==> src/rhnd_pkg.sv <==
package rhnd_pkg;

  // payload widths
  localparam int unsigned BYTE_W = 8;
  localparam int unsigned POS_W  = 4;
  localparam int unsigned SEQ_W  = 16;

  // configuration port
  localparam int unsigned APB_AW = 3;
  localparam int unsigned APB_DW = 32;
  localparam logic        REG_CODEC = 1'b0;

  // byte positions within the packet
  localparam logic [POS_W-1:0] POS_SEQ_HI    = 4'd2;
  localparam logic [POS_W-1:0] POS_SEQ_LO    = 4'd3;
  localparam logic [POS_W-1:0] POS_SEQ_CHECK = 4'd11;
  localparam logic [POS_W-1:0] RTP_HDR_LEN   = 4'd12;
  localparam logic [POS_W-1:0] POS_FU_HDR1   = 4'd13;
  localparam logic [POS_W-1:0] POS_FU_HDR    = 4'd14;
  localparam logic [POS_W-1:0] POS_MAX       = 4'd15;

  // payload header codes
  localparam logic [5:0]        FU_TYPE     = 6'd49;
  localparam logic [BYTE_W-1:0] HDR_KEEP    = 8'h81;
  localparam logic [BYTE_W-1:0] SC_LAST     = 8'h01;
  localparam int unsigned       FU_BIT_S    = 7;
  localparam int unsigned       FU_BIT_E    = 6;

  // result slots of one input byte, emitted in this order
  localparam int unsigned NSLOT      = 8;
  localparam int unsigned SLOT_ABORT = 0;
  localparam int unsigned SLOT_SC0   = 1;
  localparam int unsigned SLOT_SC1   = 2;
  localparam int unsigned SLOT_SC2   = 3;
  localparam int unsigned SLOT_SC3   = 4;
  localparam int unsigned SLOT_D0    = 5;
  localparam int unsigned SLOT_D1    = 6;
  localparam int unsigned SLOT_END   = 7;

  typedef enum logic [1:0] {
    MODE_DROP   = 2'd0,
    MODE_AWAIT  = 2'd1,
    MODE_SINGLE = 2'd2,
    MODE_FU     = 2'd3
  } mode_t;

endpackage

==> src/rhnd_if.sv <==
interface rhnd_pkt_if;
  import rhnd_pkg::*;
  logic              valid;
  logic              ready;
  logic [BYTE_W-1:0] pkt_byte;
  logic              pkt_last;

  modport source (output valid, pkt_byte, pkt_last, input ready);
  modport sink (input valid, pkt_byte, pkt_last, output ready);
endinterface

interface rhnd_nal_if;
  import rhnd_pkg::*;
  logic              valid;
  logic              ready;
  logic [BYTE_W-1:0] nal_byte;
  logic              byte_valid;
  logic              nal_end;
  logic              nal_abort;
  logic              run_last;

  modport source (output valid, nal_byte, byte_valid, nal_end, nal_abort, run_last,
                  input ready);
  modport sink (input valid, nal_byte, byte_valid, nal_end, nal_abort, run_last,
                output ready);
endinterface

==> src/rtp_hevc_nal_depacketizer.sv <==
// RTP to Annex-B HEVC depacketizer. Packet bytes enter on pkt, header first, pkt_last
// on the final byte; the NAL byte stream leaves on nal, one result per beat, with
// run_last on the final result caused by an input byte. A byte is held in an input
// register, decoded in one pass and its results (abort, start code, header bytes,
// data byte, end marker) are loaded into a result register that drains one beat per
// cycle while nal is ready and holds a byte's results until the last has left, so the
// sustained rate is one packet byte per cycle on payload bytes while nal accepts every
// beat. A further input byte is taken while results wait. codec_is_h265 sits at APB
// byte address 0; the user must see that it is written only while idle (unchecked).
module rtp_hevc_nal_depacketizer (
  input  logic                      clk,
  input  logic                      rst,
  input  logic                      psel,
  input  logic                      penable,
  input  logic                      pwrite,
  input  logic [rhnd_pkg::APB_AW-1:0] paddr,
  input  logic [rhnd_pkg::APB_DW-1:0] pwdata,
  output logic [rhnd_pkg::APB_DW-1:0] prdata,
  output logic                      pready,
  rhnd_pkt_if.sink                  pkt,
  rhnd_nal_if.source                nal
);
  import rhnd_pkg::*;

  // configuration register
  logic codec_is_h265;
  logic cfg_wr;

  assign pready = 1'b1;
  assign cfg_wr = psel && penable && pwrite && (paddr[APB_AW-1] == REG_CODEC);

  always_ff @(posedge clk) begin
    if (rst) begin
      codec_is_h265 <= 1'b1;
    end else if (cfg_wr) begin
      codec_is_h265 <= pwdata[0];
    end
  end

  always_comb begin
    prdata = '0;
    if (paddr[APB_AW-1] == REG_CODEC) begin
      prdata[0] = codec_is_h265;
    end
  end

  // input register
  logic              in_valid;
  logic [BYTE_W-1:0] in_byte;
  logic              in_last;
  logic              advance;

  assign pkt.ready = !in_valid || advance;

  always_ff @(posedge clk) begin
    if (rst) begin
      in_valid <= 1'b0;
    end else if (pkt.ready) begin
      in_valid <= pkt.valid;
    end
  end

  always_ff @(posedge clk) begin
    if (pkt.valid && pkt.ready) begin
      in_byte <= pkt.pkt_byte;
      in_last <= pkt.pkt_last;
    end
  end

  // depacketizer state
  logic [POS_W-1:0]  byte_position, byte_position_next;
  logic [BYTE_W-1:0] seq_high_byte, seq_high_byte_next;
  logic [BYTE_W-1:0] seq_low_byte, seq_low_byte_next;
  logic [SEQ_W-1:0]  previous_sequence, previous_sequence_next;
  logic              first_packet_pending, first_packet_pending_next;
  logic              fragment_open, fragment_open_next;
  mode_t             packet_mode, packet_mode_next;
  logic [BYTE_W-1:0] held_hdr0, held_hdr0_next;
  logic [BYTE_W-1:0] held_hdr1, held_hdr1_next;
  logic              end_flag_pending, end_flag_pending_next;

  // result register contents for the byte now decoded
  logic [NSLOT-1:0]  slot_mask_next;
  logic [BYTE_W-1:0] d0_next, d1_next;
  logic              end0_next, end1_next;

  // decode of one packet byte
  always_comb begin
    logic [SEQ_W-1:0] cur_seq;
    logic             seq_ok;
    logic             frag_begin;
    logic             frag_tmp;
    logic             endf_tmp;

    byte_position_next        = byte_position;
    seq_high_byte_next        = seq_high_byte;
    seq_low_byte_next         = seq_low_byte;
    previous_sequence_next    = previous_sequence;
    first_packet_pending_next = first_packet_pending;
    packet_mode_next          = packet_mode;
    held_hdr0_next            = held_hdr0;
    held_hdr1_next            = held_hdr1;
    frag_tmp                  = fragment_open;
    endf_tmp                  = end_flag_pending;
    slot_mask_next            = '0;
    d0_next                   = in_byte;
    d1_next                   = held_hdr1;
    end0_next                 = 1'b0;
    end1_next                 = 1'b0;
    cur_seq                   = {seq_high_byte, seq_low_byte};
    seq_ok                    = first_packet_pending ||
                                (cur_seq == previous_sequence + SEQ_W'(1));
    frag_begin                = in_byte[FU_BIT_S];

    if (byte_position < RTP_HDR_LEN) begin
      // fixed header: capture sequence number, check it on the last header byte
      if (byte_position == POS_SEQ_HI) begin
        seq_high_byte_next = in_byte;
      end else if (byte_position == POS_SEQ_LO) begin
        seq_low_byte_next = in_byte;
      end else if (byte_position == POS_SEQ_CHECK) begin
        if (seq_ok) begin
          packet_mode_next = codec_is_h265 ? MODE_AWAIT : MODE_DROP;
        end else begin
          packet_mode_next = MODE_DROP;
          if (frag_tmp) begin
            slot_mask_next[SLOT_ABORT] = 1'b1;
            frag_tmp = 1'b0;
          end
        end
        first_packet_pending_next = 1'b0;
        previous_sequence_next    = cur_seq;
      end
    end else begin
      unique case (packet_mode)
        MODE_AWAIT: begin
          if (in_byte[6:1] == FU_TYPE) begin
            held_hdr0_next   = in_byte;
            packet_mode_next = MODE_FU;
          end else begin
            if (frag_tmp) begin
              slot_mask_next[SLOT_ABORT] = 1'b1;
              frag_tmp = 1'b0;
            end
            slot_mask_next[SLOT_SC0] = 1'b1;
            slot_mask_next[SLOT_SC1] = 1'b1;
            slot_mask_next[SLOT_SC2] = 1'b1;
            slot_mask_next[SLOT_SC3] = 1'b1;
            slot_mask_next[SLOT_D0]  = 1'b1;
            end0_next        = in_last;
            packet_mode_next = MODE_SINGLE;
          end
        end
        MODE_SINGLE: begin
          slot_mask_next[SLOT_D0] = 1'b1;
          end0_next = in_last;
        end
        MODE_FU: begin
          if (byte_position == POS_FU_HDR1) begin
            held_hdr1_next = in_byte;
          end else if (byte_position == POS_FU_HDR) begin
            // FU header: rebuild the NAL header on a start fragment
            if (frag_begin) begin
              if (frag_tmp) begin
                slot_mask_next[SLOT_ABORT] = 1'b1;
              end
              slot_mask_next[SLOT_SC0] = 1'b1;
              slot_mask_next[SLOT_SC1] = 1'b1;
              slot_mask_next[SLOT_SC2] = 1'b1;
              slot_mask_next[SLOT_SC3] = 1'b1;
              slot_mask_next[SLOT_D0]  = 1'b1;
              slot_mask_next[SLOT_D1]  = 1'b1;
              d0_next  = (held_hdr0 & HDR_KEEP) | {1'b0, in_byte[5:0], 1'b0};
              frag_tmp = 1'b1;
            end
            if (in_byte[FU_BIT_E] && frag_tmp) begin
              endf_tmp = 1'b1;
            end
            if (in_last && endf_tmp) begin
              if (frag_begin) begin
                end1_next = 1'b1;
              end else begin
                slot_mask_next[SLOT_END] = 1'b1;
              end
            end
          end else begin
            // FU payload
            if (frag_tmp) begin
              slot_mask_next[SLOT_D0] = 1'b1;
              end0_next = in_last && endf_tmp;
            end else if (in_last && endf_tmp) begin
              slot_mask_next[SLOT_END] = 1'b1;
            end
          end
        end
        default: begin
        end
      endcase
    end

    // packet boundary
    if (in_last) begin
      if (endf_tmp) begin
        frag_tmp = 1'b0;
      end
      byte_position_next = '0;
      packet_mode_next   = MODE_DROP;
      endf_tmp           = 1'b0;
    end else if (byte_position != POS_MAX) begin
      byte_position_next = byte_position + POS_W'(1);
    end

    fragment_open_next    = frag_tmp;
    end_flag_pending_next = endf_tmp;
  end

  // result register: one bit per pending result slot
  logic [NSLOT-1:0]  slot_mask;
  logic [BYTE_W-1:0] d0, d1;
  logic              end0, end1;
  logic [NSLOT-1:0]  slot_cur;
  logic              run_done;
  logic              out_beat;

  assign slot_cur = slot_mask & (~slot_mask + NSLOT'(1));
  assign run_done = (slot_mask & ~slot_cur) == '0;
  assign out_beat = nal.valid && nal.ready;
  assign advance  = in_valid && ((slot_mask == '0) || (out_beat && run_done));

  always_ff @(posedge clk) begin
    if (rst) begin
      byte_position        <= '0;
      seq_high_byte        <= '0;
      seq_low_byte         <= '0;
      previous_sequence    <= '0;
      first_packet_pending <= 1'b1;
      fragment_open        <= 1'b0;
      packet_mode          <= MODE_DROP;
      end_flag_pending     <= 1'b0;
    end else if (advance) begin
      byte_position        <= byte_position_next;
      seq_high_byte        <= seq_high_byte_next;
      seq_low_byte         <= seq_low_byte_next;
      previous_sequence    <= previous_sequence_next;
      first_packet_pending <= first_packet_pending_next;
      fragment_open        <= fragment_open_next;
      packet_mode          <= packet_mode_next;
      end_flag_pending     <= end_flag_pending_next;
    end
  end

  always_ff @(posedge clk) begin
    if (advance) begin
      held_hdr0 <= held_hdr0_next;
      held_hdr1 <= held_hdr1_next;
      d0        <= d0_next;
      d1        <= d1_next;
      end0      <= end0_next;
      end1      <= end1_next;
    end
  end

  always_ff @(posedge clk) begin
    if (rst) begin
      slot_mask <= '0;
    end else if (advance) begin
      slot_mask <= slot_mask_next;
    end else if (out_beat) begin
      slot_mask <= slot_mask & ~slot_cur;
    end
  end

  // output beat from the lowest pending slot
  always_comb begin
    nal.valid      = slot_mask != '0;
    nal.byte_valid = |slot_cur[SLOT_D1:SLOT_SC0];
    nal.nal_abort  = slot_cur[SLOT_ABORT];
    nal.nal_end    = slot_cur[SLOT_END] || (slot_cur[SLOT_D0] && end0) ||
                     (slot_cur[SLOT_D1] && end1);
    nal.run_last   = run_done;
    nal.nal_byte   = '0;
    if (slot_cur[SLOT_D0]) begin
      nal.nal_byte = d0;
    end else if (slot_cur[SLOT_D1]) begin
      nal.nal_byte = d1;
    end else if (slot_cur[SLOT_SC3]) begin
      nal.nal_byte = SC_LAST;
    end
  end

  // checks
  a_abort_alone: assert property (@(posedge clk) disable iff (rst)
    nal.valid && nal.nal_abort |-> !nal.byte_valid && !nal.nal_end)
    else $error("abort beat carries data or end");

  a_hold_input: assert property (@(posedge clk) disable iff (rst)
    in_valid && (slot_mask != '0) && !(out_beat && run_done) |=> in_valid)
    else $error("input byte lost while results pending");

  a_pos_restart: assert property (@(posedge clk) disable iff (rst)
    advance && in_last |=> byte_position == '0 && packet_mode == MODE_DROP)
    else $error("packet state not cleared after last byte");

  a_frag_open: assert property (@(posedge clk) disable iff (rst)
    $rose(fragment_open) |-> $past(advance && slot_mask_next[SLOT_D1]))
    else $error("fragment opened without rebuilt header");

  a_end_has_run: assert property (@(posedge clk) disable iff (rst)
    nal.valid && slot_cur[SLOT_END] |-> run_done)
    else $error("end marker not last in run");

endmodule

==> src/flat_wrapper.sv <==
// flat-port wrapper written by rule: the top's interface ports become plain ports
module rtp_hevc_nal_depacketizer_flat import rhnd_pkg::*;
  (clk, rst, psel, penable, pwrite, paddr, pwdata, prdata, pready, pkt_valid, pkt_pkt_byte, pkt_pkt_last, pkt_ready, nal_valid, nal_nal_byte, nal_byte_valid, nal_nal_end, nal_nal_abort, nal_run_last, nal_ready);
  rhnd_pkt_if pkt_i ();
  rhnd_nal_if nal_i ();
  input  logic clk;
  input  logic rst;
  input  logic psel;
  input  logic penable;
  input  logic pwrite;
  input  logic [rhnd_pkg::APB_AW-1:0] paddr;
  input  logic [rhnd_pkg::APB_DW-1:0] pwdata;
  output logic [rhnd_pkg::APB_DW-1:0] prdata;
  output logic pready;
  input wire logic [$bits(pkt_i.valid)-1:0] pkt_valid;
  input wire logic [$bits(pkt_i.pkt_byte)-1:0] pkt_pkt_byte;
  input wire logic [$bits(pkt_i.pkt_last)-1:0] pkt_pkt_last;
  output wire logic [$bits(pkt_i.ready)-1:0] pkt_ready;
  output wire logic [$bits(nal_i.valid)-1:0] nal_valid;
  output wire logic [$bits(nal_i.nal_byte)-1:0] nal_nal_byte;
  output wire logic [$bits(nal_i.byte_valid)-1:0] nal_byte_valid;
  output wire logic [$bits(nal_i.nal_end)-1:0] nal_nal_end;
  output wire logic [$bits(nal_i.nal_abort)-1:0] nal_nal_abort;
  output wire logic [$bits(nal_i.run_last)-1:0] nal_run_last;
  input wire logic [$bits(nal_i.ready)-1:0] nal_ready;
  assign pkt_i.valid = pkt_valid;
  assign pkt_i.pkt_byte = pkt_pkt_byte;
  assign pkt_i.pkt_last = pkt_pkt_last;
  assign pkt_ready = pkt_i.ready;
  assign nal_valid = nal_i.valid;
  assign nal_nal_byte = nal_i.nal_byte;
  assign nal_byte_valid = nal_i.byte_valid;
  assign nal_nal_end = nal_i.nal_end;
  assign nal_nal_abort = nal_i.nal_abort;
  assign nal_run_last = nal_i.run_last;
  assign nal_i.ready = nal_ready;
  rtp_hevc_nal_depacketizer u_core (.clk(clk), .rst(rst), .psel(psel), .penable(penable), .pwrite(pwrite), .paddr(paddr), .pwdata(pwdata), .prdata(prdata), .pready(pready), .pkt(pkt_i), .nal(nal_i));
endmodule
==> config.mk <==
export PLATFORM = sky130hd
export DESIGN_NAME = rtp_hevc_nal_depacketizer_flat
export DESIGN_NICKNAME = d
export VERILOG_FILES = /design/src/rhnd_pkg.sv /design/src/rhnd_if.sv /design/src/rtp_hevc_nal_depacketizer.sv /design/src/flat_wrapper.sv
export SDC_FILE = /design/constraint.sdc
export NUM_CORES = 1
export LEC_CHECK = 0
export BUFFER_PORTS_ARGS = -buffer_cell sky130_fd_sc_hd__clkbuf_2
export CAP_MARGIN = 20
export CELL_PAD_IN_SITES_DETAIL_PLACEMENT = 2
export CELL_PAD_IN_SITES_GLOBAL_PLACEMENT = 2
export CORE_UTILIZATION = 34
export CTS_BUF_LIST = sky130_fd_sc_hd__clkbuf_16
export DETAILED_ROUTE_END_ITERATION = 7
export MAX_ROUTING_LAYER = met4
export PLACE_DENSITY = 0.79
export SLEW_MARGIN = 20
export SYNTH_ARGS = -nofsm -noshare
export SYNTH_HDL_FRONTEND = slang
export SYNTH_SLANG_ARGS = --single-unit
==> constraint.sdc <==
create_clock -name clk -period 3.8 [get_ports clk]
set_input_delay 0.38 -clock clk [delete_from_list [all_inputs] [get_ports clk]]
set_output_delay 0.38 -clock clk [all_outputs]
set_load 0.01 [all_outputs]
==> impl_results.md, run 1 <==
* Maximum Capacitance Violations at 0
* Number of buffers created by CTS at 9
* Crit path arrival time at 3130 ps
* Internal reg-to-reg setup slack at 860 ps
* Crit path capture type: flop
* Net switching share of the total power at 24.72%
* CTS root buf: clkbuf_16
* Outcome: finished clean
* Final-report hold violation count at 0
* Sequential group share of total power at 51.9%
* Most frequently used cell type in the post-synthesis netlist: nor2_1
* Power per Cell Area at 388.9 mW/mm2
* Via count at 3459
* Cell with the largest stage delay on the worst path: nor4_4
* Launching instance or port of the critical path: u_core.slot_mask[5]
* HPWL after detailed placement at 9193 um
* Number of gates given a new drive strength after cts at 0
* H-tree levels at 3
* Total Wirelength at 12680 um
* Clock tree from TritonCTS: yes
* Area Overhead vs Synth at 10.69%
* Total Neg Setup Slack at 0 ps
* Slew Limit Headroom at 34.57%
* RSZ-0062 raised after global routing: false
* R2r startpoint: u_core.slot_mask[5]
* Critical path depth at 7
* Starting Density at 35.41%
* Synthesized area per cell at 9.746 um2
* Critical-path maximum fanout at 11
* Share of async-settable or async-resettable flops after synthesis at 0%
* Worst setup path category: reg -> reg
* Startpoint type of the worst setup path: flop
* Floorplan die width at 117.6 um
* Clock slew at the register clock pins of the worst setup and hold paths at 70 ps
* Die Outline Area at 0.01383 mm2
* PortBufs at 32
* Library cells used by synthesis at 61
* Fraction of synthesized cell area taken by the top area cell type at 24.46%
* Largest net degree at the start of global routing at 52
* DRC violations left at 0
* Setup repair bufs after CTS at 0
* Post-placement worst setup slack at 859.5 ps
* Leak Pwr at 1.945 nW
* Fmax at 340.7 MHz
* Cell area after placement at 0.004741 mm2
* EDFF count, synth at 37
* VDD IR-drop max at 0.0001863 V
* Diode insertion count for antenna repair at 0
* Wire length of the first global-routing pass at 20230 um
* Fraction of layout cells with a size suffix above 1 at 12.50%
* Die height at 117.6 um
* Clock power frac at 44.6%
* Type of the worst min-delay path: in -> reg
* Weighted congestion reported at the end of routability-driven placement at 0.8358
* Pin slew with the least headroom to its limit at 981.5 ps
* Delay of the slowest critical-path stage at 710 ps
* Overall global routing resource usage at 19.63%
* Number of failing setup endpoints in the final timing report at 0
* Mean number of vias per cell at 5.178
* Sinks on Clock Net at 88
* Power spent charging and discharging nets at 0.4834 mW
* Number of warnings printed during yosys synthesis at 0
* Post-route standard cell area excluding fillers at 0.005027 mm2
* Synth Flop Type: dfxtp_1
* Internal cell power at 1.472 mW
* Std-Cell Core Area at 0.01282 mm2
* Number of standard-cell rows in the floorplan at 41
* Slew Viols, Final at 0
* Vias in the first global route at 3707
* Worst Path Buf+Inv at 0
* Post-synthesis instance area at 0.004542 mm2
* Period utilization at 77.25%
* Endpoint of the worst setup timing path: u_core.seq_low_byte[1]
* Cells taking the most area after synthesis: edfxtp_1, dfxtp_1, mux2i_1
* Fraction of power consumed by combinational cells at 3.6%
* Gate Count Post-Synth at 466
* Worst setup skew after layout at 7.987 ps
* Cts-stage hold buffer count at 0
* Smallest setup slack after layout at 864.5 ps
* Detailed Routing Iterations Pass 1 at 5
* Antenna violations before repair at 0
* NumNets Final at 546
* Final Hold Slack at 195.4 ps
* Endpoint of the most critical register-to-register path: u_core.seq_low_byte[1]
* Final ANT Viol Nets at 0
* Required time of the worst setup path at 4000 ps
* Remaining global-route overflow at 0
* Number of cells traversed by the worst register-to-register path at 7
* Number of inserted filler cells in the final layout at 1392
* Cell-by-cell trace of the critical path: or4_4 > o41ai_4 > nand2_1 > a21o_4 > nor4_4 > mux2i_1 > nor2_1
* Share of synthesized area occupied by flip-flops and latches at 46.94%
* Post-synthesis register bit count at 88
* Cell family with most CP delay: simple AND/OR/NAND/NOR gates
* Average wire length per cell after detail routing at 18.99 um
* Clk Latency, worst-skew pair at 360 ps
* Most area-hungry cell type in the Yosys netlist: edfxtp_1
* Most numerous cell types in the synthesized netlist: nor2_1, dfxtp_1, edfxtp_1, mux2i_1, nand2_1
* Clock buffer depth at 2
* Number of design-rule violations left by the first detailed-router iteration at 148
* Post-route total power at 1.955 mW
* Io pins at 98
* Crit path time final at 2936 ps
==> through the flow <==
stage	utilization (%)	std cells
after global routing	39.20	668
after CTS	39.20	668
after global placement	36.97	652
final	39.20	668
after floorplan	-	496
after detailed placement	36.97	652
==> power groups by stage <==
stage | Clock, mW | Sequential [mW] | Combinational, mW
after global routing | 0.936 | 1.02 | 0.0773
after detailed placement | 0 | 1.04 | 0.0694
after global placement | 0 | 1.03 | 0.0653
after CTS | 0.893 | 1.01 | 0.0704
after floorplan | 0 | 1.02 | 0.0725
final | 0.871 | 1.01 | 0.0697
==> cells in the final DEF, fill, tap and decap left out, types with 10 or more instances in the layout <==
cell type,instances
clkbuf_2,31
nor2_1,58
a21oi_1,23
nand2_1,35
o21ai_0,15
inv_1,12
nand3_1,11
xnor2_1,13
edfxtp_1,37
dfxtp_1,51
nor3_1,10
conb_1,32
mux2i_1,37
==> sequential cells by signal (all words and copies together) (netlist names) <==
| signal | count |
|---|---|
| u_core.end_flag_pending | 1 |
| u_core.in_valid | 1 |
| u_core.seq_high_byte | 8 |
| u_core.byte_position | 4 |
| u_core.end1 | 1 |
| u_core.d1_next | 8 |
| u_core.d1 | 8 |
| u_core.d0 | 8 |
| u_core.in_byte | 8 |
| u_core.end0 | 1 |
| u_core.packet_mode | 2 |
| u_core.slot_mask | 8 |
| u_core.seq_low_byte | 8 |
| u_core.held_hdr0 | 2 |
| u_core.previous_sequence | 16 |
| u_core.fragment_open | 1 |
| u_core.in_last | 1 |
| u_core.first_packet_pending | 1 |
| u_core.codec_is_h265 | 1 |
==> worst min-delay path by stage <==
stage,start,depth (start not counted),endpoint
after floorplan,u_core.d1_next[0],0,u_core.d1[0]
final,pkt_pkt_byte[2],1,u_core.in_byte[2]
after global routing,pkt_pkt_byte[2],1,u_core.in_byte[2]
after detailed placement,u_core.d1_next[2],0,u_core.d1[2]
after global placement,u_core.d1_next[5],0,u_core.d1[5]
after CTS,pkt_pkt_byte[2],1,u_core.in_byte[2]
==> metal layers <==
layer	global-route usage (%)	share of wire [%]
met2	34.69	53
met5	-	0
met1	21.41	42
met3	3.440	2.7
met4	9.135	2.8
==> kinds of logic (layout without fill, tap and decap cells) <==
group           count (synthesis)  after routing  synth area share (%)
buf+inv                        65             65                 8.347
fa+ha+maj                       6              6                 1.543
simple gates                  165            165                 18.32
compound gates                 84             84                 12.87
mux                            37             37                 8.154
xor+xnor                       19             19                 3.664
other cells                     2             32                0.1654
flops                          88             88                 46.94
==> layout make-up <==
class                      count  area, um2  share of cell area (%)
timing repair buffer          36      190.2                   3.783
clock buffer                   9      225.2                   4.480
sequential                    88       2132                   42.41
multi-input combinational    343       2150                   42.76
clock inverter                 7      61.31                   1.220
inverter                      13      53.80                   1.070
tap                          172      215.2                   4.281
==> worst reg2reg max path, cell delays in order, from the launching register on <==
cell and delay, ps:
dfxtp_1 440, or4_4 620, o41ai_4 270, nand2_1 140
a21o_4 240, nor4_4 720, mux2i_1 280, nor2_1 70
No activity file was read; power rests on OpenSTA's default activity.
==> run 2: changes to the inputs <==
Settings changed: ABC_AREA from default to 1, CORE_UTILIZATION 34 to 31, PLACE_DENSITY 0.79 to 0.77.
Clock period 3.8 ns to 3.02 ns, I/O delays scaled along.
==> run 2 against run 1 <==
Effect of this change: worst hold slack lost 69 ps; area after synthesis grew 1.8%; clock skew grew 2.4 ps; design area increased by 1.4%; critical path type unchanged; sequential share of layout area shrank 0.57 points; final cell count grew 20%; via count rose by 13%; critical path depth grew 6; register-to-register slack worse by 500 ps; global-route usage shrank 0.53 points; first-iteration DRC count rose by 3.4%; critical endpoint is now u_core.previous_sequence[5].
==> impl_results.md, run 2 <==
* Type of the worst min-delay path: in -> reg
* Number of standard-cell rows in the floorplan at 44 (+7.3%)
* Share of async-settable or async-resettable flops after synthesis at 0% (unchanged)
* Diode insertion count for antenna repair at 0 (unchanged)
* Post-synthesis instance area at 0.004624 mm2 (+1.8%)
* Delay of the slowest critical-path stage at 320 ps (-390 ps)
* Mean number of vias per cell at 4.888 (-5.6%)
* Setup repair bufs after CTS at 0 (unchanged)
* Overall global routing resource usage at 19.10% (-0.53 points)
* Clock slew at the register clock pins of the worst setup and hold paths at 70 ps (about the same)
* Weighted congestion reported at the end of routability-driven placement at 0.7902 (-5.5%)
* Wire length of the first global-routing pass at 21450 um (+6.0%)
* R2r startpoint: u_core.slot_mask[2]
* NumNets Final at 669 (+23%)
* Cell area after placement at 0.004823 mm2 (+1.7%)
* Most frequent standard cell in the layout excluding fill and tap cells: nand2_1
* Gate Count Post-Synth at 583 (+25%)
* Number of warnings printed during yosys synthesis at 0 (unchanged)
* Number of buffers created by CTS at 9 (unchanged)
* Total Neg Setup Slack at 0 ps (unchanged)
* Total Wirelength at 13060 um (+3.0%)
* Antenna violations before repair at 0 (unchanged)
* Power per Cell Area at 655.2 mW/mm2 (+68%)
* Number of failing setup endpoints in the final timing report at 0 (unchanged)
* Sequential cell area at 0.002132 mm2 (unchanged)
* Most area-hungry cell type in the Yosys netlist: edfxtp_1
* Required time of the worst setup path at 3290 ps (-710 ps)
* Floorplan die width at 124.1 um (+5.6%)
* Final ANT Viol Nets at 0 (unchanged)
* Area Overhead vs Synth at 10.20%
* Die Outline Area at 0.01541 mm2 (+11%)
* Hold endpoint: u_core.in_byte[0]
* Via count at 3925 (+13%)
* Cell family with most CP delay: simple AND/OR/NAND/NOR gates
* EDFF count, synth at 37 (unchanged)
* Starting Density at 31.82% (-3.6 points)
* Post-synthesis register bit count at 88 (unchanged)
* Synth Flop Type: dfxtp_1
* Startpoint of the tightest hold check path: pkt_pkt_byte[0]
* Std-Cell Core Area at 0.01453 mm2 (+13%)
* Share of synthesized area occupied by flip-flops and latches at 46.10% (-0.84 points)
* Slew Limit Headroom at 55.58% (+21 points)
* Endpoint of the most critical register-to-register path: u_core.previous_sequence[5]
* Io pins at 98 (unchanged)
* Leak Pwr at 2.048 nW (+5.3%)
* Fmax at 376.3 MHz (+10%)
* CTS root buf: clkbuf_16
* Vias in the first global route at 4277 (+15%)
* Fraction of layout cells with a size suffix above 1 at 12.44% (-0.061 points)
* DRC violations left at 0 (unchanged)
* Outcome: finished clean
* Number of gates given a new drive strength after cts at 0 (unchanged)
* Critical-path maximum fanout at 33 (+22)
* Cell with the largest stage delay on the worst path: dfxtp_1
* Synthesized area per cell at 7.932 um2 (-19%)
* Internal reg-to-reg setup slack at 360 ps (-500 ps)
* Crit path capture type: flop
* H-tree levels at 3 (unchanged)
* PortBufs at 32 (unchanged)
* Maximum Capacitance Violations at 0 (unchanged)
* Clk Latency, worst-skew pair at 350 ps (about the same)
* Crit path arrival time at 2930 ps (-200 ps)
* Cts-stage hold buffer count at 0 (unchanged)
* RSZ-0062 raised after global routing: false
* Worst Path Buf+Inv at 2 (+2)
* Cells taking the most area after synthesis: edfxtp_1, dfxtp_1, nand2_1
* Cell-by-cell trace of the critical path: nor2_1 > nand2_2 > nor3_4 > nor2_1 > nor2_2 > nand4_1 > nand2_2 > nand2_4 > inv_6 > nand2_4 > clkinv_2 > nand2_1 > a21oi_1
* Period utilization at 88.01% (+11 points)
* Worst setup skew after layout at 10.43 ps (+2.442 ps)
* Fraction of synthesized cell area taken by the top area cell type at 24.03% (-0.44 points)
* HPWL after detailed placement at 9811 um (+6.7%)
* Most frequently used cell type in the post-synthesis netlist: nand2_1
* Number of cells traversed by the worst register-to-register path at 13 (+6)
* Remaining global-route overflow at 0 (unchanged)
* Top library cells by usage in the layout, fill and taps aside: nand2_1, inv_1, dfxtp_1, nor2_1, a21oi_1
* Slew Viols, Final at 0 (unchanged)
* Sinks on Clock Net at 88 (unchanged)
* Flip-flop count of the largest register, all copies and words added at 16 (unchanged)
* Detailed Routing Iterations Pass 1 at 4 (-1)
* Average wire length per cell after detail routing at 16.27 um (-14%)
* Library cells used by synthesis at 44 (-28%)
* Register name with the most flops: u_core.previous_sequence
* Pin slew with the least headroom to its limit at 663.8 ps (-317.7 ps)
* Die height at 124.1 um (+5.6%)
* Worst setup path category: reg -> reg
* Crit path time final at 2658 ps (-277.8 ps)
* Multi-input logic area at 0.001998 mm2 (-7.0%)
* Number of inserted filler cells in the final layout at 1708 (+23%)
* Final-report hold violation count at 0 (unchanged)
* Clock tree from TritonCTS: yes
* Worst hold path cell count at 1 (unchanged)
* Startpoint type of the worst setup path: flop
* VDD IR-drop max at 0.0002166 V (+16%)
* Post-route standard cell area excluding fillers at 0.005096 mm2 (+1.4%)
* Most numerous cell types in the synthesized netlist: nand2_1, inv_1, dfxtp_1
* Number of design-rule violations left by the first detailed-router iteration at 153 (+3.4%)
* Largest net degree at the start of global routing at 34 (-35%)
* Clock buffer depth at 2 (unchanged)
## run 2: cell count changes in the layout (fill, tap and decap cells not counted), moves of 11 or more
| cell | change |
|---|---|
| a21oi_1 | +20 |
| inv_1 | +51 |
| nand3_1 | +16 |
| o21ai_0 | +21 |
| nor2_1 | -11 |
| mux2i_1 | -37 |
| nand2_1 | +100 |
## run 2: cell type report
cell class              instances  area share, %
well taps                     184          4.518
clock buffers                   9          4.419
clock inverters                 7         0.9330
multi-input cells             408          39.21
repair buffers                 36          3.732
flip-flops and latches         88          41.84
inverters                      71          5.352
## run 2: worst max-delay path by stage
stage	slack, ps	cells after the start	end	from
2_1_floorplan	810	11	u_core.d1_next[0]	u_core.slot_mask[0]
3_3_place_gp	560	13	u_core.previous_sequence[9]	u_core.slot_mask[0]
3_5_place_dp	350	13	u_core.previous_sequence[5]	u_core.slot_mask[2]
4_1_cts	330	13	u_core.previous_sequence[9]	u_core.slot_mask[2]
5_1_grt	50	13	u_core.previous_sequence[15]	u_core.slot_mask[2]
6_report	360	13	u_core.previous_sequence[5]	u_core.slot_mask[2]
## run 2: logic make-up (layout without fill, tap and decap cells)
logic type,Yosys count,in the layout,synth area share (%)
AOI/OAI and AO/OA,111,111,13.66
xor gates and xnor gates,13,13,2.462
adders and majority gates,4,4,1.082
buffers and inverters,117,123,13.12
DFF,88,88,46.10
other,2,32,0.1624
and+or+nand+nor,248,248,23.40
## run 2: per-stage QoR
stage               total power [mW]  std cells  util (%)  hold slack (ps)  setup slack [ps]
finish                         3.339        803     35.06            126.4             362.2
global route                   3.527        803     35.06            125.3             52.82
CTS                            3.388        803     35.06            117.8             333.9
detailed placement             2.332        787     33.19            407.0             353.6
global placement               2.273        787     33.19            401.2             555.1
floorplan                      2.087        613         -            400.3             807.1
## run 2: report_power, final
part	internal (mW)	total, mW	switching (mW)
combinational	0.251	0.767	0.516
sequential	1.40	1.52	0.124
clock	0.558	1.05	0.494
## run 2: layer usage
metal	global-route usage, %	part of all wire [%]	routed length, um
met5	-	0	0
met4	7.515	2.1	279
met1	22.16	45	5902
met3	2.793	2.6	340
met2	33.08	50	6541
